### src/design/positional_sequence_table_unit_macros.svh
// assertion macros shared by the positional sequence table rtl
`ifndef POSITIONAL_SEQUENCE_TABLE_UNIT_MACROS_SVH
`define POSITIONAL_SEQUENCE_TABLE_UNIT_MACROS_SVH

// condition that must hold at every clock edge out of reset
`define PST_ASSERT_ALWAYS(lbl, clk, rst, cond, msg) \
   lbl: assert property (@(posedge clk) disable iff (rst) (cond)) else $error(msg);

// consequence that must hold in the same cycle as its antecedent
`define PST_ASSERT_IMPLY(lbl, clk, rst, ante, cons, msg) \
   lbl: assert property (@(posedge clk) disable iff (rst) (ante) |-> (cons)) else $error(msg);

`endif

### src/design/pst_pkg.sv
// shared constants, codes and types of the positional sequence table
`timescale 1ns / 1ps

package pst_pkg;

   // fixed field widths of the request and response beats
   localparam int MODE_W = 3;
   localparam int POS_W  = 9;
   localparam int VAL_W  = 32;
   localparam int IDX_W  = 8;
   localparam int REM_W  = 9;
   localparam int CNTO_W = 9;

   // default sizing
   localparam int CAPACITY_DEF   = 256;
   localparam int ITEM_WIDTH_DEF = 32;

   // request opcodes
   typedef enum logic [MODE_W-1:0] {
      MODE_INSERT  = 3'd0,
      MODE_ORDERED = 3'd1,
      MODE_ERASE   = 3'd2,
      MODE_REMOVE  = 3'd3,
      MODE_GET     = 3'd4,
      MODE_SET     = 3'd5,
      MODE_FIND    = 3'd6
   } pst_mode_type;

   // one response beat
   typedef struct packed {
      logic              ok;
      logic [IDX_W-1:0]  index_out;
      logic [REM_W-1:0]  removed_count;
      logic [VAL_W-1:0]  read_value;
      logic [CNTO_W-1:0] item_count;
   } pst_result_type;

   // status of the shared compare unit
   typedef struct packed {
      logic eq;
      logic le;
   } pst_cmp_type;

endpackage

### src/design/pst_cmp.sv
// shared compare unit: stored item against the request value
`timescale 1ns / 1ps

module pst_cmp #(
   parameter int ITEM_WIDTH = pst_pkg::ITEM_WIDTH_DEF
) (
   input  logic [ITEM_WIDTH-1:0] stored,
   input  logic [ITEM_WIDTH-1:0] value,
   output pst_pkg::pst_cmp_type  cmp
);
   import pst_pkg::*;

   // equality for find and remove, value <= stored for ordered insert
   always_comb begin
      cmp.eq = (stored == value);
      cmp.le = (value <= stored);
   end

endmodule

### config.mk
export PLATFORM = sky130hd
export DESIGN_NAME = pst_cmp
export DESIGN_NICKNAME = d
export VERILOG_FILES = /design/src/design/positional_sequence_table_unit_macros.svh /design/src/design/pst_pkg.sv /design/src/design/pst_cmp.sv
export SDC_FILE = /design/constraint.sdc
export NUM_CORES = 1
export LEC_CHECK = 0
export BUFFER_PORTS_ARGS = -buffer_cell sky130_fd_sc_hd__buf_2
export CELL_PAD_IN_SITES_DETAIL_PLACEMENT = 0
export CELL_PAD_IN_SITES_GLOBAL_PLACEMENT = 1
export CORE_MARGIN = 2
export CORE_UTILIZATION = 27
export DETAILED_ROUTE_END_ITERATION = 12
export PLACE_DENSITY = 0.87
export SETUP_SLACK_MARGIN = 0.02
export SYNTH_ARGS = -nofsm -noshare
export SYNTH_HDL_FRONTEND = slang
export SYNTH_SLANG_ARGS = --single-unit
### constraint.sdc
create_clock -name vclk -period 1.5
set_clock_uncertainty 0.15 [all_clocks]
set_input_delay 0.075 -clock vclk [all_inputs]
set_output_delay 0.075 -clock vclk [all_outputs]
set_load 0.05 [all_outputs]
======== Yosys cells after proc, flatten, opt, wreduce, memory -nomap -nowiden ========
Cells that the tools add are included.
storage, ports and cells
  input port bits ......................... 64
  register bits after elaboration ......... 0
  logic and storage cells ................. 2
  output and inout port bits .............. 2
operators by class
  eq/ne operators ......................... 1
  $lt $le $gt $ge ......................... 1
operators with widths
  cell                             number
  32-bit == test                   1
  32-bit less-or-equal comparator  1

======== Logic depth before layout (Yosys ltp) ========
Gate-level depths: netlist of run 1.
  depth after elaboration ................. 1
  gate-level depth with buffers ........... 7
  mapped depth without buffers ............ 7

======== Least setup slack after synthesis of run 1 ========
Ideal clock, no wire load.
  path type ............................... input-to-output
  start ................................... input stored[30]
  end ..................................... output cmp[0] (netlist name)
  required time ........................... 1.275 ns
  buffers on the path ..................... 0
  slack ................................... -0.491 ns
  data arrival time ....................... 1.766 ns
  stages on the path ...................... 7
  path through ............................ inv_1 ha_1 nand4_2 nor2_2 nand3_2 nor3_4 o21bai_1
RTL lines
  element             line          source
  start: declaration  pst_cmp.sv:7  input logic [ITEM_WIDTH-1:0] stored,
  end: declaration    pst_cmp.sv:9  output pst_pkg::pst_cmp_type cmp

==> metrics.txt, run 1 <==
hold crit path type input pin to output port; Max Slew Vio Count 0; grt ovf 0; Int Power 0.265 mW; placed cell areas 0.00137 sq mm; Area Growth Syn to Fin 113%; Crit. End Element output port; share of layout cells above drive strength 1 0.702; clock share of power 0; WP data required 1.27 ns; Vias 1067; Pwr per Cell Area 272 mW/mm^2; hold_buf cts 0; per-cell routed wire length ~12 um; Cells after Synth 116; Synth area leaders ha_1 (48%), inv_1 (15%), a21oi_1 (6.6%); vias in the first global route 1124; Slew @ Worst Pin 0.288 ns; sequential share of the synthesized area 0; RD Place Congestion 0.684; Switching Fraction 0.447; Logic pwr share 1.000; filler cell count 292; # clk buffers 0; failing checks setup timing; effective utilization at floorplan 0.279; area leader, netlist ha_1; DRC violation count after routing 0; Max-Cap Viols 0; CP startpoint kind input pin; cell area after layout 0.00176 sq mm; Worst Path Class, Setup input pin to output port; Sw Pwr 0.214 mW; I/O pin cnt 66; fin crit period 1.63 ns; row count 20; core area 0.00298 sq mm; all-layer global routing usage 0.154; Static Leak 0.870 nW; post-route ant nets 0; Max IR drop VDD 0.123 mV; Port-buffer cells between 60 and 70; Post-Route WL 2670 um; unrepaired setup endpoints after global routing yes; Setup WS post-layout -0.132 ns; Seq cells 0; initial antenna violation count 0; largest net degree at the start of global routing 4; Iteration-0 DRC Markers 12; status complete, but fails checks; Die Ht 59.4 um; CP max stage cell ha_4; Post-Syn Area 830 sq um; width of the die 59.4 um; syn avg cell area 7.15 sq um; family with the most delay on the worst path simple AND/OR/NAND/NOR gates; number of synthesis warnings 0; highest clock rate 613 MHz; worst-path fanout max 3; Final period util 1.09; Reg power frac 0; setup violators final 2; dpl hpwl roughly 2200 um; worst path arrival time 1.41 ns; nets around 290; n_diodes 0; crit-path cells buf_6, inv_4, ha_4, nand4_1, nor2_4, nand3_4, nor3_4, o21bai_4, buf_8; first-pass GRT wire length 4280 um; die area 0.00353 sq mm; CP max stage delay 0.26 ns; via/cell ratio 4.83; Max transition margin 0.807; Reg area 0 sq um; power consumption 0.480 mW; Initial DRT Pass Iterations 4; Synth top area share 0.483; Buffers & Inverters on Critical Path 3; post-synth cell types 24; Core Util, Final 0.592; number of hold violations in the final report 0; syn nets roughly 210
[timing repair]
action | in CTS | in global routing
gates resized for setup | 53 | 8
pin swaps | 25 | 9
buffers inserted | 3 | 0
hold endpoints to repair | 0 | 0
endpoints found under the setup margin | 2 | 2
[cell type report]
class	count	area, sq um	area share
inverters	33	134	0.0759
well taps	33	41.3	0.0234
multi-input cells	83	1100	0.626
repair buffers	72	484	0.275
[tightest hold or removal path, delay by kind of cell]
family / cells / cell delay [ns]
buf+inv: 2 / 0.25
compound gates: 3 / 0.19
fa+ha+maj: 1 / 0.14
[cell families (layout without fill, tap and decap cells)]
group,Yosys count,count (layout),synth area share
buffers and inverters,33,105,0.149
adder cells (fa/ha/maj),32,32,0.483
AND/OR/NAND/NOR,27,27,0.190
AO/OA/AOI/OAI,24,24,0.178
[synthesized netlist by cell type]
master     n
and4_1     1
nand2_1    9
nand3_1    3
a31oi_1    1
nand4_2    1
nand4_1    4
o21ai_0    1
nand3_2    1
o21ai_1    3
ha_1      32
a221oi_1   3
a21oi_1   11
nor3_4     1
a21o_1     1
inv_1     33
nor2b_1    1
o21bai_1   1
nor2_1     3
o31ai_1    1
nor2_2     1
nand2_2    1
o211ai_1   1
o211a_1    1
nand2b_1   1
[per-stage QoR]
| step | cells | hold slack, ns | worst slack [ns] | setup TNS (ns) |
|---|---|---|---|---|
| detailed placement | 218 | 0.649 | -0.299 | -0.399 |
| finish | 221 | 0.570 | -0.132 | -0.210 |
| global placement | 218 | 0.651 | -0.310 | -0.401 |
| floorplan | 116 | 0.397 | -0.221 | -0.221 |
| global route | 221 | 0.606 | -0.219 | -0.377 |
| CTS | 221 | 0.572 | -0.108 | -0.161 |
[power groups by stage]
stage	clock (mW)	combinational (mW)	sequential, mW
2_1_floorplan	0	0.201	0
3_3_place_gp	0	0.333	0
3_5_place_dp	0	0.351	0
4_1_cts	0	0.465	0
5_1_grt	0	0.538	0
6_report	0	0.480	0
[per-layer routing]
metal,share of wire,global-route usage,up-vias
met5,0,0,-
met4,0,0,0
met3,0.057,0.00655,0
met2,0.60,0.359,43
met1,0.34,0.146,479
li1,-,-,545
[final timing paths]
kind / start / to / slack, ns / depth (start not counted)
worst max-delay path: stored[27] / cmp[0] / -0.13 / 9
worst min-delay path: value[31] / cmp[0] / 0.57 / 6
[placed cells by master (no fill, tap or decap)]
cell       n
buf_2     51
ha_4      24
inv_1     16
buf_6     15
inv_2     13
nand2_1    9
ha_1       8
a21oi_1    7
inv_4      4
nand4_1    4
a21oi_2    4
o21ai_1    4
buf_4      4
nand3_1    3
a221oi_2   3
nor2_4     2
buf_8      2
nand4_4    1
and4_4     1
nand3_4    1
nor2_2     1
nor2_1     1
nand2_2    1
nor3_4     1
nor2b_4    1
o211a_1    1
a21o_1     1
o211ai_1   1
nand2b_1   1
a31oi_2    1
o31ai_2    1
o21bai_4   1
No activity file was read; power rests on OpenSTA's default activity.
==> inputs of run 2 (changes only) <==
CORE_UTILIZATION = 29   (was 27)
PLACE_DENSITY = 0.92   (was 0.87)
clock period = 1.9 ns   (was 1.5 ns; I/O delays follow)
==> run 2 against run 1 <==
Compared with the run above: the run now ends clean; sequential share of layout area unchanged; critical path depth stayed put; utilization is 15 points lower; first-iteration DRC count down 83%; combinational power decreased by 53%; non-clock buffer count is 6 lower; critical path type unchanged; largest cell class unchanged.
==> metrics.txt, run 2 (same netlist as run 1, synthesis figures left out) <==
status completed; via/cell ratio between 4 and 5; Pwr per Cell Area 185 mW/mm^2; worst-path fanout max 3; Setup WS post-layout roughly 0.14 ns; setup violators final 0; Port-buffer cells 66; effective utilization at floorplan 0.303; per-cell routed wire length about 8.0 um; Crit. End Element output port; core area 0.00273 sq mm; fin crit period 1.76 ns; filler cell count between 200 and 300; post-route ant nets 0; CP max stage cell ha_1; hold worst-path end cmp[0]; all-layer global routing usage 0.103; crit-path cells buf_2, inv_1, ha_1, nand4_1, nor2_1, o211ai_1, a31oi_1, o21bai_4, buf_6; row count 19; Area Growth Syn to Fin 46.6%; dpl hpwl 1730 um; family with the most delay on the worst path compound AO/OA/AOI/OAI gates; Static Leak 0.811 nW; Iteration-0 DRC Markers 2; largest net degree at the start of global routing 4; commonest cells after routing, fill and taps aside buf_2 (65), inv_1 (33), ha_1 (32), a21oi_1 (11), nand2_1 (9); grt ovf 0; Setup TNS 0 ns; # clk buffers 0; Reg area 0 sq um; initial antenna violation count 0; GRT Max-Usage Layer met2; CP startpoint kind input pin; Max transition margin 0.701; Die Ht approximately 57 um; width of the die 57.5 um; vias in the first global route around 900; met2 usage 0.214; Max Slew Vio Count 0; worst path arrival time 1.52 ns; WP data required approximately 1.7 ns; first-pass GRT wire length 2970 um; I/O pin cnt 66; commonest non-fill, non-tap cell in the layout buf_2; hold crit path type input pin to output port; Post CTS Setup Buffer Count 0; Max-Cap Viols 0; Vias approximately 950; share of layout cells above drive strength 1 0.396; Max IR drop VDD a little under 0.1 mV; CP max stage delay 0.29 ns; highest clock rate about 570 MHz; Slew @ Worst Pin 0.444 ns; RD Place Congestion around 0.70; DRC violation count after routing 0; pre-CTS setup slack 0.0254 ns; die area 0.00330 sq mm; GR Layer Usage met3 0.00907; nets 280; global-route met1 utilization 0.117; critical hold path startpoint value[31]; Final period util 0.927; Worst Path Class, Setup input pin to output port; number of hold violations in the final report 0; unrepaired setup endpoints after global routing no; Initial DRT Pass Iterations 4; Post-Route WL ~1700 um; Seq cells 0; n_diodes 0; hold depth 6; Buffers & Inverters on Critical Path 3
==> run 2: layout make-up <==
type,instances,area [sq um],area share
Tap cell,31,38.8,0.0319
Inverter,33,124,0.102
Multi-Input combinational cell,83,717,0.590
Timing Repair Buffer,66,337,0.277
==> run 2: metrics by stage <==
step	total power, mW	utilization	std cells	hold WS, ns	area (sq um)
after floorplan	0.134	-	116	0.437	841
after global placement	0.224	0.443	213	0.704	1210
after detailed placement	0.226	0.443	213	0.699	1210
after CTS	0.228	0.443	213	0.700	1210
after global routing	0.262	0.445	213	0.691	1220
final	0.225	0.445	213	0.635	1220
==> run 2: how the worst max path moves through the flow <==
stage / start / end / slack (ns) / depth (start not counted)
floorplan: stored[14] / cmp[0] / 0.07 / 7
global placement: value[17] / cmp[0] / 0.04 / 8
detailed placement: value[17] / cmp[0] / 0.03 / 8
CTS: value[17] / cmp[0] / 0.02 / 8
global route: value[14] / cmp[0] / 0.03 / 8
finish: stored[15] / cmp[0] / 0.14 / 9
==> run 2: repair_timing <==
item	4_1_cts	5_1_grt
resized for setup	0	3
endpoints found under the setup margin	0	1
hold buffers	0	0
==> run 2: power by group <==
| group | switching, mW | total (mW) | internal (mW) |
|---|---|---|---|
| clock network | 0 | 0 | 0 |
| registers | 0 | 0 | 0 |
| logic | 0.106 | 0.225 | 0.119 |
==> run 2: routing by layer <==
layer / vias to the layer above / wire, um
met3: 0 / 165
met5: - / 0
met2: 36 / 843
met1: 386 / 692
li1: 532 / -
met4: 0 / 0
==> inputs of run 3 (changes only) <==
BUFFER_PORTS_ARGS = not set   (was -buffer_cell sky130_fd_sc_hd__buf_2)
CORE_UTILIZATION = 48   (was 29)
DONT_BUFFER_PORTS = 1   (was not set)
PLACE_DENSITY = 0.93   (was 0.92)
==> run 3 against run 2 <==
Compared with the run above: sequential cell count did not move; via count shrank 20%; non-clock buffer count fell by 65; sequential share of layout area is the same; critical endpoint unchanged; largest cell class unchanged.
==> metrics.txt, run 3 (same netlist as run 1, synthesis figures left out) <==
status completed; Reg power frac 0; Final period util 0.887; Die Ht 45.6 um; nets 215; Slew @ Worst Pin between 0.4 and 0.5 ns; vias in the first global route 686; Max transition margin 0.719; Pwr per Cell Area 182 mW/mm^2; # clk buffers 0; Post-Route WL 1460 um; effective utilization at floorplan 0.497; DP Cell Count 134; WP data required 1.65 ns; worst path arrival time between 1 and 1.5 ns; Final Instance Count excl. Fillers about 130; RD Place Congestion 0.646; commonest non-fill, non-tap cell in the layout inv_1; setup violators final 0; hold crit path type input pin to output port; Port-buffer cells 0; hold_buf cts 0; Initial DRT Pass Iterations 2; via/cell ratio 5.69; share of layout cells above drive strength 1 0.0598; Vias 763; CP startpoint kind input pin; I/O pin cnt 66; Reg area 0 sq um; largest net degree at the start of global routing 4; Seq cells 0; worst-path fanout max 3; post-route ant nets 0; core area approximately 0.0017 sq mm; fin crit period between 1.5 and 2 ns; Crit. End Element output port; PostCTS Resize Cnt 0; filler cell count 160; dpl hpwl ~1500 um; all-layer global routing usage 0.136; Setup TNS 0 ns; width of the die 45.6 um; Max IR drop VDD 0.0749 mV; Static Leak 0.553 nW; Area Growth Syn to Fin 4.83%; grt ovf 0; multi-input logic area roughly 720 sq um; DRC violation count after routing 0; Int Power 0.0704 mW; Core Util, Final 0.521; unrepaired setup endpoints after global routing no; Switching Fraction 0.555; commonest cells after routing, fill and taps aside inv_1 (33), ha_1 (32), a21oi_1 (11), nand2_1 (9), nand4_1 (4); number of hold violations in the final report 0; highest clock rate ~590 MHz; Max-Cap Viols 0; Max Slew Vio Count 0; n_diodes 0; row count 15; per-cell routed wire length 10.9 um; initial antenna violation count 0; first-pass GRT wire length 2260 um; Sw Pwr 0.0877 mW; Iteration-0 DRC Markers 2; Post CTS Setup Buffer Count 0; Logic pwr share 1.000; Worst Path Class, Setup input pin to output port; die area 0.00208 sq mm; clock share of power 0
==> run 3: routing by layer <==
layer,global-route usage,vias to the layer above,wire length [um]
li1,-,402,-
met3,0.0198,0,98
met4,0,0,0
met2,0.293,36,764
met1,0.139,325,598
met5,0,-,0
==> run 3: final timing paths <==
| check | endpoint | start | cells after the start | slack, ns |
|---|---|---|---|---|
| min | cmp[0] | value[31] | 4 | 0.47 |
| max | cmp[0] | stored[14] | 7 | 0.21 |
==> run 3: metrics by stage <==
| stage | total power [mW] | setup WS (ns) | area [sq um] | hold slack (ns) |
|---|---|---|---|---|
| 2_1_floorplan | 0.134 | 0.0680 | 841 | 0.437 |
| 3_3_place_gp | 0.152 | 0.192 | 870 | 0.475 |
| 3_5_place_dp | 0.161 | 0.202 | 870 | 0.480 |
| 4_1_cts | 0.162 | 0.193 | 870 | 0.480 |
| 5_1_grt | 0.188 | 0.103 | 870 | 0.491 |
| 6_report | 0.158 | 0.214 | 870 | 0.468 |
==> run 3: final cells by class <==
| class | instances | area share |
|---|---|---|
| multi-input combinational | 83 | 0.824 |
| inverter | 33 | 0.142 |
| timing repair buffer | 1 | 0.00863 |
| tap | 17 | 0.0245 |
==> run 3: power groups by stage <==
stage	logic [mW]	clock network, mW	registers, mW
3_5_place_dp	0.161	0	0
4_1_cts	0.162	0	0
5_1_grt	0.188	0	0
3_3_place_gp	0.152	0	0
6_report	0.158	0	0
2_1_floorplan	0.134	0	0
==> run 3: worst max-delay path, stage by stage <==
cell and delay, ns:
inv_1 0.02, ha_1 0.30, a21oi_1 0.15, nand2_1 0.07, a221oi_1 0.28, a31oi_1 0.16, o21bai_4 0.36
