===== config.mk =====
export PLATFORM = sky130hd
export DESIGN_NAME = pst_seq_flat
export DESIGN_NICKNAME = d
export VERILOG_FILES = /design/src/design/pst_pkg.sv /design/src/design/pst_if.sv /design/src/design/pst_seq.sv /design/src/flat_wrapper.sv
export VERILOG_INCLUDE_DIRS = /design/src /design/src/design
export SDC_FILE = /design/constraint.sdc
export NUM_CORES = 1
export LEC_CHECK = 0
export BUFFER_PORTS_ARGS = -buffer_cell sky130_fd_sc_hd__buf_2
export CAP_MARGIN = 10
export CORE_MARGIN = 1
export CORE_UTILIZATION = 50
export CTS_BUF_LIST = sky130_fd_sc_hd__clkbuf_4
export DETAILED_ROUTE_END_ITERATION = 12
export PLACE_DENSITY = 0.75
export SYNTH_ARGS = -nofsm -noshare
export SYNTH_HDL_FRONTEND = slang
export SYNTH_SLANG_ARGS = --single-unit

===== constraint.sdc =====
create_clock -name clock -period 17.4 [get_ports clock]
set_clock_uncertainty 0.15 [all_clocks]
set_input_delay 1.74 -clock clock [delete_from_list [all_inputs] [get_ports clock]]
set_output_delay 1.74 -clock clock [all_outputs]
set_load 0.02 [all_outputs]

===== src/design/positional_sequence_table_unit_macros.svh =====
// assertion macros shared by the positional sequence table rtl
`ifndef POSITIONAL_SEQUENCE_TABLE_UNIT_MACROS_SVH
`define POSITIONAL_SEQUENCE_TABLE_UNIT_MACROS_SVH

// condition that must hold at every clock edge out of reset
`define PST_ASSERT_ALWAYS(lbl, clk, rst, cond, msg) \
   lbl: assert property (@(posedge clk) disable iff (rst) (cond)) else $error(msg);

// consequence that must hold in the same cycle as its antecedent
`define PST_ASSERT_IMPLY(lbl, clk, rst, ante, cons, msg) \
   lbl: assert property (@(posedge clk) disable iff (rst) (ante) |-> (cons)) else $error(msg);

`endif


===== src/design/pst_pkg.sv =====
// shared constants, codes and types of the positional sequence table
`timescale 1ns / 1ps

package pst_pkg;

   // fixed field widths of the request and response beats
   localparam int MODE_W = 3;
   localparam int POS_W  = 9;
   localparam int VAL_W  = 32;
   localparam int IDX_W  = 8;
   localparam int REM_W  = 9;
   localparam int CNTO_W = 9;

   // default sizing
   localparam int CAPACITY_DEF   = 256;
   localparam int ITEM_WIDTH_DEF = 32;

   // request opcodes
   typedef enum logic [MODE_W-1:0] {
      MODE_INSERT  = 3'd0,
      MODE_ORDERED = 3'd1,
      MODE_ERASE   = 3'd2,
      MODE_REMOVE  = 3'd3,
      MODE_GET     = 3'd4,
      MODE_SET     = 3'd5,
      MODE_FIND    = 3'd6
   } pst_mode_type;

   // one response beat
   typedef struct packed {
      logic              ok;
      logic [IDX_W-1:0]  index_out;
      logic [REM_W-1:0]  removed_count;
      logic [VAL_W-1:0]  read_value;
      logic [CNTO_W-1:0] item_count;
   } pst_result_type;

   // status of the shared compare unit
   typedef struct packed {
      logic eq;
      logic le;
   } pst_cmp_type;

endpackage


===== src/design/pst_if.sv =====
// request and response channel interfaces
`timescale 1ns / 1ps

interface pst_req_if;
   import pst_pkg::*;

   logic              valid;
   logic              ready;
   logic [MODE_W-1:0] mode;
   logic [POS_W-1:0]  position;
   logic [VAL_W-1:0]  item_value;

   modport source (output valid, mode, position, item_value, input ready);
   modport sink   (input valid, mode, position, item_value, output ready);
endinterface



===== src/design/pst_seq.sv =====
// sequencer: walks the store one element per cycle for insert, ordered insert, erase, find and remove
`timescale 1ns / 1ps
`include "positional_sequence_table_unit_macros.svh"

module pst_seq #(
   parameter int CAPACITY   = pst_pkg::CAPACITY_DEF,
   parameter int ITEM_WIDTH = pst_pkg::ITEM_WIDTH_DEF,
   localparam int AW        = $clog2(CAPACITY)
) (
   input  logic                    clock,
   input  logic                    reset,
   pst_req_if.sink                 req_chan,
   output logic                    mem_wr_en,
   output logic [AW-1:0]           mem_wr_addr,
   output logic [ITEM_WIDTH-1:0]   mem_wr_data,
   output logic [AW-1:0]           mem_rd_addr,
   input  logic [ITEM_WIDTH-1:0]   mem_rd_data,
   input  pst_pkg::pst_cmp_type    cmp,
   output logic [ITEM_WIDTH-1:0]   cmp_value,
   output logic                    res_valid,
   output pst_pkg::pst_result_type res,
   input  logic                    res_take
);
   import pst_pkg::*;

   localparam int CNT_W = $clog2(CAPACITY + 1);
   localparam int CMP_W = (CNT_W > POS_W) ? CNT_W : POS_W;

   typedef enum logic [2:0] {
      ST_IDLE,
      ST_DISPATCH,
      ST_SCAN,
      ST_SHIFT_UP,
      ST_SHIFT_DN,
      ST_COMPACT,
      ST_GET,
      ST_DONE
   } state_type;

   state_type             state_ff, state_in;
   logic [MODE_W-1:0]     mode_ff, mode_in;
   logic [POS_W-1:0]      pos_ff, pos_in;
   logic [ITEM_WIDTH-1:0] val_ff, val_in;
   logic [CNT_W-1:0]      count_ff, count_in;
   logic [CNT_W-1:0]      cur_ff, cur_in;
   logic [CNT_W-1:0]      tgt_ff, tgt_in;
   logic [CNT_W-1:0]      rem_ff, rem_in;
   logic [CNT_W-1:0]      didx_ff, didx_in;
   logic                  rv_ff, rv_in;
   pst_result_type        res_ff, res_in;

   logic [CNT_W-1:0] cur_inc, cur_dec, didx_inc, didx_dec, tgt_inc, count_inc, count_dec;
   logic [CMP_W-1:0] pos_cmp, cnt_cmp;
   logic             full, hit, scan_end;

   function automatic pst_result_type make_result(
      input logic              ok,
      input logic [IDX_W-1:0]  idx,
      input logic [REM_W-1:0]  rem,
      input logic [VAL_W-1:0]  rd,
      input logic [CNTO_W-1:0] cnt
   );
      pst_result_type r;
      r.ok            = ok;
      r.index_out     = idx;
      r.removed_count = rem;
      r.read_value    = rd;
      r.item_count    = cnt;
      return r;
   endfunction

   // cursor arithmetic and range checks
   assign cur_inc   = cur_ff + 1'b1;
   assign cur_dec   = cur_ff - 1'b1;
   assign didx_inc  = didx_ff + 1'b1;
   assign didx_dec  = didx_ff - 1'b1;
   assign tgt_inc   = tgt_ff + 1'b1;
   assign count_inc = count_ff + 1'b1;
   assign count_dec = count_ff - 1'b1;
   assign pos_cmp   = CMP_W'(pos_ff);
   assign cnt_cmp   = CMP_W'(count_ff);
   assign full      = (count_ff == CNT_W'(CAPACITY));

   // scan hit: equal for find, first stored item not below the value for ordered insert
   assign hit      = rv_ff && ((mode_ff == MODE_FIND) ? cmp.eq : cmp.le);
   assign scan_end = !rv_ff && (cur_ff == count_ff);

   assign cmp_value      = val_ff;
   assign req_chan.ready = (state_ff == ST_IDLE);
   assign res_valid      = (state_ff == ST_DONE);
   assign res            = res_ff;

   // next state, memory port control and result build
   always_comb begin
      state_in    = state_ff;
      mode_in     = mode_ff;
      pos_in      = pos_ff;
      val_in      = val_ff;
      count_in    = count_ff;
      cur_in      = cur_ff;
      tgt_in      = tgt_ff;
      rem_in      = rem_ff;
      didx_in     = didx_ff;
      rv_in       = 1'b0;
      res_in      = res_ff;
      mem_wr_en   = 1'b0;
      mem_wr_addr = tgt_ff[AW-1:0];
      mem_wr_data = val_ff;
      mem_rd_addr = cur_ff[AW-1:0];

      unique case (state_ff)
         ST_IDLE: begin
            if (req_chan.valid) begin
               mode_in  = req_chan.mode;
               pos_in   = req_chan.position;
               val_in   = ITEM_WIDTH'(req_chan.item_value);
               state_in = ST_DISPATCH;
            end
         end

         ST_DISPATCH: begin
            unique case (mode_ff)
               MODE_INSERT: begin
                  if (pos_cmp > cnt_cmp || full) begin
                     res_in   = make_result(1'b0, '0, '0, '0, CNTO_W'(count_ff));
                     state_in = ST_DONE;
                  end else begin
                     tgt_in   = CNT_W'(pos_ff);
                     cur_in   = count_ff;
                     state_in = ST_SHIFT_UP;
                  end
               end
               MODE_ORDERED, MODE_FIND: begin
                  cur_in   = '0;
                  state_in = ST_SCAN;
               end
               MODE_ERASE: begin
                  if (pos_cmp >= cnt_cmp) begin
                     res_in   = make_result(1'b0, '0, '0, '0, CNTO_W'(count_ff));
                     state_in = ST_DONE;
                  end else begin
                     cur_in   = CNT_W'(pos_ff) + 1'b1;
                     state_in = ST_SHIFT_DN;
                  end
               end
               MODE_REMOVE: begin
                  cur_in   = '0;
                  tgt_in   = '0;
                  rem_in   = '0;
                  state_in = ST_COMPACT;
               end
               MODE_GET: begin
                  mem_rd_addr = AW'(pos_ff);
                  if (pos_cmp >= cnt_cmp) begin
                     res_in   = make_result(1'b0, '0, '0, '0, CNTO_W'(count_ff));
                     state_in = ST_DONE;
                  end else begin
                     state_in = ST_GET;
                  end
               end
               MODE_SET: begin
                  if (pos_cmp >= cnt_cmp) begin
                     res_in = make_result(1'b0, '0, '0, '0, CNTO_W'(count_ff));
                  end else begin
                     mem_wr_en   = 1'b1;
                     mem_wr_addr = AW'(pos_ff);
                     mem_wr_data = val_ff;
                     res_in      = make_result(1'b1, '0, '0, '0, CNTO_W'(count_ff));
                  end
                  state_in = ST_DONE;
               end
               default: begin
                  // unused opcode changes nothing
                  res_in   = make_result(1'b0, '0, '0, '0, CNTO_W'(count_ff));
                  state_in = ST_DONE;
               end
            endcase
         end

         // linear search, one read issued per cycle, compare in the cycle after the read
         ST_SCAN: begin
            if (hit || scan_end) begin
               if (mode_ff == MODE_FIND) begin
                  res_in   = make_result(hit, hit ? IDX_W'(didx_ff) : '0, '0, '0,
                                         CNTO_W'(count_ff));
                  state_in = ST_DONE;
               end else if (full) begin
                  res_in   = make_result(1'b0, '0, '0, '0, CNTO_W'(count_ff));
                  state_in = ST_DONE;
               end else begin
                  tgt_in   = hit ? didx_ff : count_ff;
                  cur_in   = count_ff;
                  state_in = ST_SHIFT_UP;
               end
            end else if (cur_ff < count_ff) begin
               rv_in   = 1'b1;
               didx_in = cur_ff;
               cur_in  = cur_inc;
            end
         end

         // open a gap: read entry i-1, write it to i on the next cycle
         ST_SHIFT_UP: begin
            if (rv_ff) begin
               mem_wr_en   = 1'b1;
               mem_wr_addr = didx_inc[AW-1:0];
               mem_wr_data = mem_rd_data;
            end
            if (cur_ff > tgt_ff) begin
               mem_rd_addr = cur_dec[AW-1:0];
               rv_in       = 1'b1;
               didx_in     = cur_dec;
               cur_in      = cur_dec;
            end else if (!rv_ff) begin
               mem_wr_en   = 1'b1;
               mem_wr_addr = tgt_ff[AW-1:0];
               mem_wr_data = val_ff;
               count_in    = count_inc;
               res_in      = make_result(1'b1, IDX_W'(tgt_ff), '0, '0, CNTO_W'(count_inc));
               state_in    = ST_DONE;
            end
         end

         // close a gap: read entry i, write it to i-1 on the next cycle
         ST_SHIFT_DN: begin
            if (rv_ff) begin
               mem_wr_en   = 1'b1;
               mem_wr_addr = didx_dec[AW-1:0];
               mem_wr_data = mem_rd_data;
            end
            if (cur_ff < count_ff) begin
               rv_in   = 1'b1;
               didx_in = cur_ff;
               cur_in  = cur_inc;
            end else if (!rv_ff) begin
               count_in = count_dec;
               res_in   = make_result(1'b1, '0, '0, '0, CNTO_W'(count_dec));
               state_in = ST_DONE;
            end
         end

         // compaction: matches are counted, the rest move down to the keep index
         ST_COMPACT: begin
            if (rv_ff) begin
               if (cmp.eq) begin
                  rem_in = rem_ff + 1'b1;
               end else begin
                  mem_wr_en   = 1'b1;
                  mem_wr_addr = tgt_ff[AW-1:0];
                  mem_wr_data = mem_rd_data;
                  tgt_in      = tgt_inc;
               end
            end
            if (cur_ff < count_ff) begin
               rv_in   = 1'b1;
               didx_in = cur_ff;
               cur_in  = cur_inc;
            end else if (!rv_ff) begin
               count_in = tgt_ff;
               res_in   = make_result(1'b1, '0, REM_W'(rem_ff), '0, CNTO_W'(tgt_ff));
               state_in = ST_DONE;
            end
         end

         ST_GET: begin
            res_in   = make_result(1'b1, '0, '0, VAL_W'(mem_rd_data), CNTO_W'(count_ff));
            state_in = ST_DONE;
         end

         ST_DONE: begin
            if (res_take) begin
               state_in = ST_IDLE;
            end
         end

         default: begin
            state_in = ST_IDLE;
         end
      endcase
   end

   // state and registered outputs
   always_ff @(posedge clock) begin
      if (reset) begin
         state_ff <= ST_IDLE;
         count_ff <= '0;
         rv_ff    <= 1'b0;
      end else begin
         state_ff <= state_in;
         count_ff <= count_in;
         rv_ff    <= rv_in;
      end
      mode_ff <= mode_in;
      pos_ff  <= pos_in;
      val_ff  <= val_in;
      cur_ff  <= cur_in;
      tgt_ff  <= tgt_in;
      rem_ff  <= rem_in;
      didx_ff <= didx_in;
      res_ff  <= res_in;
   end

   // checks
   `PST_ASSERT_ALWAYS(a_count_in_range, clock, reset, count_ff <= CNT_W'(CAPACITY), "fill count above capacity")
   `PST_ASSERT_IMPLY(a_keep_behind_read, clock, reset, state_ff == ST_COMPACT, tgt_ff <= cur_ff, "compaction overtook the read cursor")
   `PST_ASSERT_IMPLY(a_shift_above_gap, clock, reset, state_ff == ST_SHIFT_UP, cur_ff >= tgt_ff, "shift cursor passed the insert point")
   `PST_ASSERT_IMPLY(a_result_count, clock, reset, state_ff == ST_DONE, res_ff.item_count == CNTO_W'(count_ff), "result count differs from fill count")

endmodule


===== src/flat_wrapper.sv =====
// flat-port wrapper written by rule: the top's interface ports become plain ports
module pst_seq_flat import pst_pkg::*;
#(
   parameter int CAPACITY   = pst_pkg::CAPACITY_DEF,
   parameter int ITEM_WIDTH = pst_pkg::ITEM_WIDTH_DEF,
   localparam int AW        = $clog2(CAPACITY)
)
  (clock, reset, mem_wr_en, mem_wr_addr, mem_wr_data, mem_rd_addr, mem_rd_data, cmp, cmp_value, res_valid, res, res_take, req_chan_valid, req_chan_mode, req_chan_position, req_chan_item_value, req_chan_ready);
  pst_req_if req_chan_i ();
  input  logic clock;
  input  logic reset;
  output logic mem_wr_en;
  output logic [AW-1:0] mem_wr_addr;
  output logic [ITEM_WIDTH-1:0] mem_wr_data;
  output logic [AW-1:0] mem_rd_addr;
  input  logic [ITEM_WIDTH-1:0] mem_rd_data;
  input  pst_pkg::pst_cmp_type cmp;
  output logic [ITEM_WIDTH-1:0] cmp_value;
  output logic res_valid;
  output pst_pkg::pst_result_type res;
  input  logic res_take;
  input wire logic [$bits(req_chan_i.valid)-1:0] req_chan_valid;
  input wire logic [$bits(req_chan_i.mode)-1:0] req_chan_mode;
  input wire logic [$bits(req_chan_i.position)-1:0] req_chan_position;
  input wire logic [$bits(req_chan_i.item_value)-1:0] req_chan_item_value;
  output wire logic [$bits(req_chan_i.ready)-1:0] req_chan_ready;
  assign req_chan_i.valid = req_chan_valid;
  assign req_chan_i.mode = req_chan_mode;
  assign req_chan_i.position = req_chan_position;
  assign req_chan_i.item_value = req_chan_item_value;
  assign req_chan_ready = req_chan_i.ready;
  pst_seq #(.CAPACITY(CAPACITY), .ITEM_WIDTH(ITEM_WIDTH)) u_core (.clock(clock), .reset(reset), .req_chan(req_chan_i), .mem_wr_en(mem_wr_en), .mem_wr_addr(mem_wr_addr), .mem_wr_data(mem_wr_data), .mem_rd_addr(mem_rd_addr), .mem_rd_data(mem_rd_data), .cmp(cmp), .cmp_value(cmp_value), .res_valid(res_valid), .res(res), .res_take(res_take));
endmodule

; Word-level counts from Yosys, hierarchy flattened
; Index checks and enable logic that the tools add are counted.
[op_classes]
mux = 89
add_sub_neg = 9
reduce_logical = 25
order_cmp = 4
eq_ne = 43
[op_table]
columns = op, count
row1 = 2-to-1 mux 59 bit, 12
row2 = case mux 59 bit (6 select lines), 1
row3 = case mux 59 bit (4 select lines), 1
row4 = 2-to-1 mux 9 bit, 25
row5 = 2-to-1 mux 32 bit, 5
row6 = case mux 9 bit (3 select lines), 4
row7 = case mux 32 bit (3 select lines), 1
row8 = 2-to-1 mux 8 bit, 9
row9 = "adder 9 x 1 -> 9 bit, second input constant", 5
row10 = case mux 9 bit (2 select lines), 2
row11 = case mux 9 bit (4 select lines), 1
row12 = "!= test 2 bit, second input constant", 15
row13 = 2-to-1 mux 3 bit, 9
row14 = case mux 8 bit (3 select lines), 1
row15 = "equality test 3 bit, second input constant", 7
row16 = case mux 3 bit (7 select lines), 1
row17 = greater-than comparator 9 bit, 2
row18 = "subtractor 9 x 1 -> 9 bit, second input constant", 2
row19 = case mux 8 bit (2 select lines), 1
row20 = "!= test 3 bit, second input constant", 5
row21 = case mux 3 bit (5 select lines), 1
row22 = AND reduction 7 bit, 2
row23 = "equality test 3 x 2 -> 1 bit, second input constant", 4
row24 = 2-to-1 mux 1 bit, 12
row25 = 30 further kinds, 42
[word_totals]
wordCells = 185
register_bits = 152
out_inout_bits = 142
input_bits = 82

; Longest topological paths before layout
; Gate-level depths: netlist of run 1.
[logic_depth]
word_depth = 8
mapped_depth = 11
depth_no_buf = 9

; Worst setup path after synthesis of run 1
; OpenSTA, ideal clock, no wires.
[synth_path]
kind = input port to flip-flop
start = in cmp[1] (netlist bit)
end = reg u_core.res_ff (netlist bit u_core.res[0]) (enable)
path_stages = 5
path_slack_ns = 11.425
required_ns = 16.739
setup_time_ns = 0.511
n_path_buf = 0
t_arrival_ns = 5.314
path_cell_list = nand2_1 mux2i_1 nor3_1 a2111o_1 a31oi_1
[synth_via]
elab_chain_len = 5
[synth_rtl]
columns = element, line
row1 = start: declaration, flat_wrapper.sv:17  ; input pst_pkg::pst_cmp_type cmp;
row2 = 2-to-1 mux 1 bit, pst_seq.sv:85  ; assign hit = rv_ff && ((mode_ff == MODE_FIND) ? cmp.eq : cmp.le);
row3 = logical AND 1 bit, pst_seq.sv:85
row4 = logical OR 1 bit, pst_seq.sv:182  ; if (hit || scan_end) begin
row5 = != test 2 x 1 -> 1 bit (no source line), n/a
row6 = AND reduction 12 bit (no source line), n/a
row7 = end signal: assignment, pst_seq.sv:300  ; res_ff <= res_in;
row8 = end: declaration, pst_seq.sv:50  ; pst_result_type res_ff, res_in;
; No other way between the ends.
; A chain may end at the register's enable or synchronous reset.

; Worst setup path after layout of run 1
[layout_path]
start = reg u_core.count_ff[4] (netlist: u_core.cnt_cmp[4])
end = out mem_wr_addr[3]
[layout_via]
elab_chain_len = 4
[layout_rtl]
columns = element, line
row1 = start: declaration, pst_seq.sv:44  ; logic [CNT_W-1:0] count_ff, count_in;
row2 = start signal: assignment, pst_seq.sv:290  ; count_ff <= count_in;
row3 = >= comparator 9 bit, pst_seq.sv:162  ; if (pos_cmp >= cnt_cmp) begin
row4 = 2-to-1 mux 8 bit, pst_seq.sv:162
row5 = 2-to-1 mux 8 bit, pst_seq.sv:122  ; unique case (mode_ff)
row6 = case mux 8 bit (3 select lines), pst_seq.sv:111  ; unique case (state_ff)
row7 = end: declaration, flat_wrapper.sv:13  ; output logic [AW-1:0] mem_wr_addr;
; No other way between the ends.

==> flow_metrics.py, run 1 <==
metrics = {
    "layout": {
        "syn2layout_area_growth_pct": 15.45,
        "seqCellArea_um2": 4434,
        "fillers": 1636,
        "final_common_cell": "buf_2",
        "drive_above_1_share_pct": 26.30,
        "most-common-layout-cells": "buf_2, edfxtp_1, nor2_1",
        "finish.utilization_pct": 59.53,
        "nets": 1279,
        "multiInputGateArea_um2": 4877,
    },
    "routing": {
        "routed_wl_um": 29700,
        "num_vias": 8656,
        "drtIter0Drc": 985,
        "wl_per_cell_um": 20.74,
        "vias_per_cell": 6.045,
        "drc": 0,
        "detail-route-antenna-nets": 0,
        "firstDrtPassIters": 6,
    },
    "timing": {
        "slew_headroom_pct": 29.98,
        "worst_slew_pin_slew_ps": 1046,
        "setup_tns_ps": 0,
        "rsz0062_at_grt": "false",
        "fmax_ghz": 0.1725,
        "post-route-min-period_ps": 5798,
        "timing.final.ws_setup_ps": 11600,
        "hold_violations": 0,
        "setup_violations": 0,
        "slew_violations": 0,
        "finalCritPeriodShare_pct": 33.32,
    },
    "clock_network": {
        "cts_buffer_depth": 2,
        "cts.htree.levels": 4,
        "cts-resized-gates": 0,
        "cts_buffers": 17,
        "cts_hold_buf": 0,
        "root_buffer": "clkbuf_4",
        "numClockSinks": 152,
        "cts_tree": "yes",
        "clkSlewWorstSetupHoldPaths_ps": 140,
        "postCtsSetupBuffers": 0,
        "insertion_delay_ps": 570,
    },
    "critical_path": {
        "cp_max_fo": 14,
        "crit_arrival_ps": 3910,
        "reg2reg_from": "u_core.tgt_ff[5]",
        "worstRegToRegCells": 10,
        "critPathRequiredTime_ps": 15510,
        "r2r_setup_slack_ps": 13340,
        "worst_setup_path_end_kind": "output pin",
        "r2r-end": "u_core.res[35]",
        "critPathKind": "flop to output pin",
        "cp-start-kind": "flop",
    },
    "floorplan": {
        "chipHeight_um": 141.6,
        "fp.coreArea_um2": 18890,
        "die-area_um2": 20050,
        "ios": 224,
        "die_width_um": 141.6,
        "start_util_pct": 51.56,
        "num_rows": 50,
    },
    "pwr": {
        "peakVddDrop_mv": 0.09786,
        "p_per_area_nw_per_um2": 195.7,
        "leakage_uw": 0.004449,
    },
    "outcome": {
        "run_status": "complete, no violations",
    },
    "hold_path": {
        "hold-path-endpoint": "u_core.rem_ff[0]",
        "min_path_cells": 1,
        "min_from": "u_core.rem_ff[0]",
        "hold_class": "flop to flop",
    },
    "grt": {
        "antenna_found_initial": 1,
        "grt_max_degree": 60,
        "grt_pass1_wl_um": 44980,
        "grt_use_total_pct": 29.61,
        "overflow": 0,
        "first_global_vias": 8000,
    },
    "placed_design": {
        "gp_congestion": 0.9650,
        "post-dp-hpwl_um": 21690,
        "place_ws_ps": 12110,
        "port_buffers": 223,
    },
    "synth": {
        "ys_seq_area_share_pct": 45.52,
        "ys_warn_count": 0,
        "synth_ff_type": "edfxtp_1",
        "postSynth.asyncResetShare_pct": 0,
        "synth_seq_cells": 152,
        "synthCells": 980,
        "syn_area_um2": 9742,
        "ys_types": 78,
        "synth_edf_count": 139,
        "synth_area_per_cell_um2": 9.941,
        "syn_nets": 1100,
    },
    "run": {
        "cap_viol_max_count": 0,
    },
}
==> metrics by stage <==
stage                     hold WS, ps  power [µW]  instance area, µm²  cells
after detailed placement        454.9        1973               10980   1400
after CTS                       474.8        2189               11240   1431
after global placement          444.5        1959               10980   1400
after global routing            497.3        2333               11250   1432
after floorplan                 418.5        1597                9742    980
final                           478.4        2201               11250   1432
==> how the worst max path moves through the flow <==
stage | from | end | slack, ps
2_1_floorplan | cmp[1] | u_core.res[0] | 11430
3_3_place_gp | cmp[1] | mem_wr_data[24] | 12160
3_5_place_dp | cmp[1] | mem_wr_data[18] | 12110
4_1_cts | u_core.cnt_cmp[4] | mem_wr_addr[3] | 11670
5_1_grt | u_core.cnt_cmp[4] | mem_wr_addr[3] | 11400
6_report | u_core.cnt_cmp[4] | mem_wr_addr[3] | 11600
==> sequential cells by signal, summed over array words and instances, names as in the netlist <==
| register | cells |
|---|---|
| u_core.cnt_cmp | 9 |
| u_core.rem_ff | 9 |
| u_core.cur_ff | 9 |
| u_core.res | 59 |
| u_core.didx_ff | 9 |
| u_core.cmp_value | 32 |
| u_core.mode_ff | 3 |
| u_core.pos_cmp | 9 |
| u_core.tgt_ff | 9 |
| u_core.rv_ff | 1 |
| u_core.state_ff | 3 |
==> cell type report <==
type | count | share of cell area, %
Antenna cell | 1 | 0.02225
Clock buffer | 17 | 1.135
Clock inverter | 14 | 1.201
Inverter | 33 | 1.101
Multi-Input combinational cell | 718 | 43.36
Sequential cell | 152 | 39.43
Tap cell | 260 | 2.892
Timing Repair Buffer | 237 | 10.86
==> synthesized netlist by cell type, types with 7 or more instances <==
library cell / number / area (µm²)
nand2_1: 73 / 274.0
o21ai_1: 13 / 65.06
nor2_1: 83 / 311.6
o21ai_0: 48 / 240.2
inv_1: 30 / 112.6
nand2b_1: 8 / 50.05
a22o_1: 9 / 78.83
o22ai_1: 9 / 56.30
o31ai_1: 12 / 90.09
mux2_2: 16 / 180.2
a221oi_1: 17 / 148.9
or3_1: 10 / 62.56
and3_1: 27 / 168.9
xnor2_1: 43 / 376.6
ha_1: 38 / 475.5
and2_1: 36 / 225.2
edfxtp_1: 139 / 4174
clkbuf_1: 39 / 146.4
nand3_1: 31 / 155.2
nand4_1: 11 / 68.82
buf_1: 9 / 33.78
nor3_1: 15 / 75.07
xor2_1: 18 / 157.7
mux2i_1: 12 / 120.1
buf_2: 26 / 130.1
mux2_1: 18 / 202.7
a21oi_1: 59 / 295.3
dfxtp_1: 13 / 260.3
nor2b_1: 7 / 43.79
==> power breakdown <==
part	switching [µW]	total [µW]	internal [µW]
combinational	807	1230	424
clock	140	214	73.9
sequential	149	756	608
==> logic make-up (layout without fill, tap and decap cells) <==
logic type,Yosys count,in the layout,synth area share (%)
buffers and inverters,110,301,4.765
DFF,152,152,45.52
adders and majority gates,38,38,4.881
and+or+nand+nor,325,325,16.79
muxes,46,46,5.163
xor gates and xnor gates,61,61,5.484
AOI/OAI and AO/OA,248,248,17.40
other,0,1,0
==> critical path, stage by stage, from the launching register on <==
cell,delay [ps]
dfxtp_1,540
clkinv_1,350
ha_1,420
a211oi_1,290
nand2_1,110
o221ai_2,220
a21oi_2,170
or3_1,550
o21a_1,250
o2bb2a_1,280
buf_2,160
==> layer usage <==
layer	part of all wire [%]	GRT usage (%)
met1	41	40.16
met2	47	46.18
met3	9.7	7.222
met4	2.6	10.41
met5	0	0
Power figures use the tool's default switching activity.
==> run 2, diff against run 1 <==
clock period = 5.6 ns   (was 17.4 ns; I/O delays follow)
==> run 2 against run 1 <==
- critical path depth unchanged
- first-iteration DRC count grew 24%
- utilization is 2.6 points higher
- sequential power increased to 3.1 times the previous value
- power grew to 3.2 times the previous value
- critical path type unchanged
==> flow_metrics.py, run 2 (same netlist as run 1, synthesis figures left out) <==
metrics = {
    "outcome": {
        "run_status": "complete, no violations",
    },
    "grt": {
        "grt_pass1_wl_um": 47930,
        "antenna_found_initial": 1,
        "grt_use_total_pct": 31.71,
        "grt_max_degree": 60,
        "overflow": 0,
        "first_global_vias": 8319,
    },
    "layout": {
        "largest_reg_flops": 59,
        "most-common-layout-cells": "buf_2, edfxtp_1, nor2_1",
        "nets": 1325,
        "syn2layout_area_growth_pct": 20.42,
        "final_common_cell": "buf_2",
        "drive_above_1_share_pct": 25.62,
    },
    "hold_path": {
        "hold_class": "input port to flop",
    },
    "pwr": {
        "switching_share_pct": 50.32,
        "p_sw_uw": 3518,
        "peakVddDrop_mv": 0.3141,
        "power.internal_uw": 3474,
        "seqPwrFrac_pct": 34.0,
        "leakage_uw": 0.004643,
        "combPwrFrac_pct": 55.7,
        "clkPwrFrac_pct": 10.3,
        "p_per_area_nw_per_um2": 596.0,
    },
    "placed_design": {
        "gp_congestion": 0.9644,
        "post-dp-hpwl_um": 22270,
        "port_buffers": 223,
    },
    "routing": {
        "drc": 0,
        "vias_per_cell": 6.015,
        "firstDrtPassIters": 6,
        "detail-route-antenna-nets": 0,
        "num_vias": 8896,
        "routed_wl_um": 31740,
        "drtIter0Drc": 1221,
        "wl_per_cell_um": 21.46,
    },
    "floorplan": {
        "chipHeight_um": 141.6,
        "die_width_um": 141.6,
        "ios": 224,
        "start_util_pct": 51.56,
        "fp.coreArea_um2": 18890,
        "die-area_um2": 20050,
        "num_rows": 50,
    },
    "timing": {
        "fmax_ghz": 0.2109,
        "setup_tns_ps": 0,
        "slew_violations": 0,
        "worst_slew_pin_slew_ps": 1176,
        "rsz0062_at_grt": "false",
        "hold_violations": 0,
        "slew_headroom_pct": 21.30,
        "finalCritPeriodShare_pct": 84.69,
        "hold_ws_ps": 105.6,
        "setup_violations": 0,
        "post-route-min-period_ps": 4743,
    },
    "critical_path": {
        "crit_arrival_ps": 4030,
        "worst_setup_path_end_kind": "output pin",
        "cp-start-kind": "flop",
        "cp_max_fo": 14,
        "critPathRequiredTime_ps": 4890,
        "critPathKind": "flop to output pin",
    },
    "clock_network": {
        "cts.htree.levels": 4,
        "clkSlewWorstSetupHoldPaths_ps": 160,
        "postCtsSetupBuffers": 0,
        "cts_buffers": 17,
        "insertion_delay_ps": 590,
        "root_buffer": "clkbuf_4",
        "numClockSinks": 152,
        "cts-resized-gates": 0,
        "cts_tree": "yes",
        "cts_buffer_depth": 2,
        "cts_hold_buf": 43,
    },
    "run": {
        "cap_viol_max_count": 0,
    },
}
run 2: critical path: stages, from the launching register on:
cell and delay, ps:
dfxtp_1 580, clkinv_1 370, ha_1 430, a211oi_1 260, nand2_1 100, o221ai_2 200, a21oi_2 160, or3_1 600
o21a_1 280, o2bb2a_1 300, buf_2 160
run 2: power groups by stage:
stage	sequential (µW)	combinational [µW]	clock, µW
final	2380	3900	720
after global routing	2410	4200	774
after CTS	2350	3830	733
after detailed placement	2370	3790	0
after global placement	2360	3750	0
after floorplan	2490	2450	0
run 2: metrics by stage:
stage          instance area [µm²]  instances  power [µW]  util [%]  setup slack (ps)
2_1_floorplan                 9748        980        4945         -             983.7
3_3_place_gp                 11000       1402        6116     58.21              1590
3_5_place_dp                 11000       1402        6164     58.21              1594
4_1_cts                      11720       1477        6913     62.03             914.8
5_1_grt                      11730       1479        7390     62.09             699.9
6_report                     11730       1479        6992     62.09             857.4
run 2: path summary, 6_finish.rpt:
path | from | slack (ps) | end | cells after the start
worst max-delay path | u_core.cnt_cmp[4] | 860 | mem_wr_addr[3] | 10
worst min-delay path | mem_rd_data[21] | 110 | u_core.res[30] | 2
worst max register to register | u_core.cnt_cmp[5] | 1520 | u_core.res[12] | 10
worst min register to register | u_core.rem_ff[8] | 480 | u_core.res[49] | 1
run 2: final cells by class:
cell class                      count  area [µm²]
Inverter                           33       123.9
Multi-Input combinational cell    718        4877
Timing Repair Buffer              283        1677
Sequential cell                   152        4434
Clock buffer                       18       135.1
Fill cell                        1608        7162
Clock inverter                     14       156.4
Antenna cell                        1       2.502
Tap cell                          260       325.3
run 2: per-layer routing:
metal  share of wire [%]  up-vias  track usage, %  wire length (µm)
li1                    -     4078               -                 -
met1                  41     4219           43.81             12920
met2                  47      525           49.57             14780
met3                  10       74           6.041              3222
met4                 2.6        0           11.71               812
met5                   0        -               0                 0
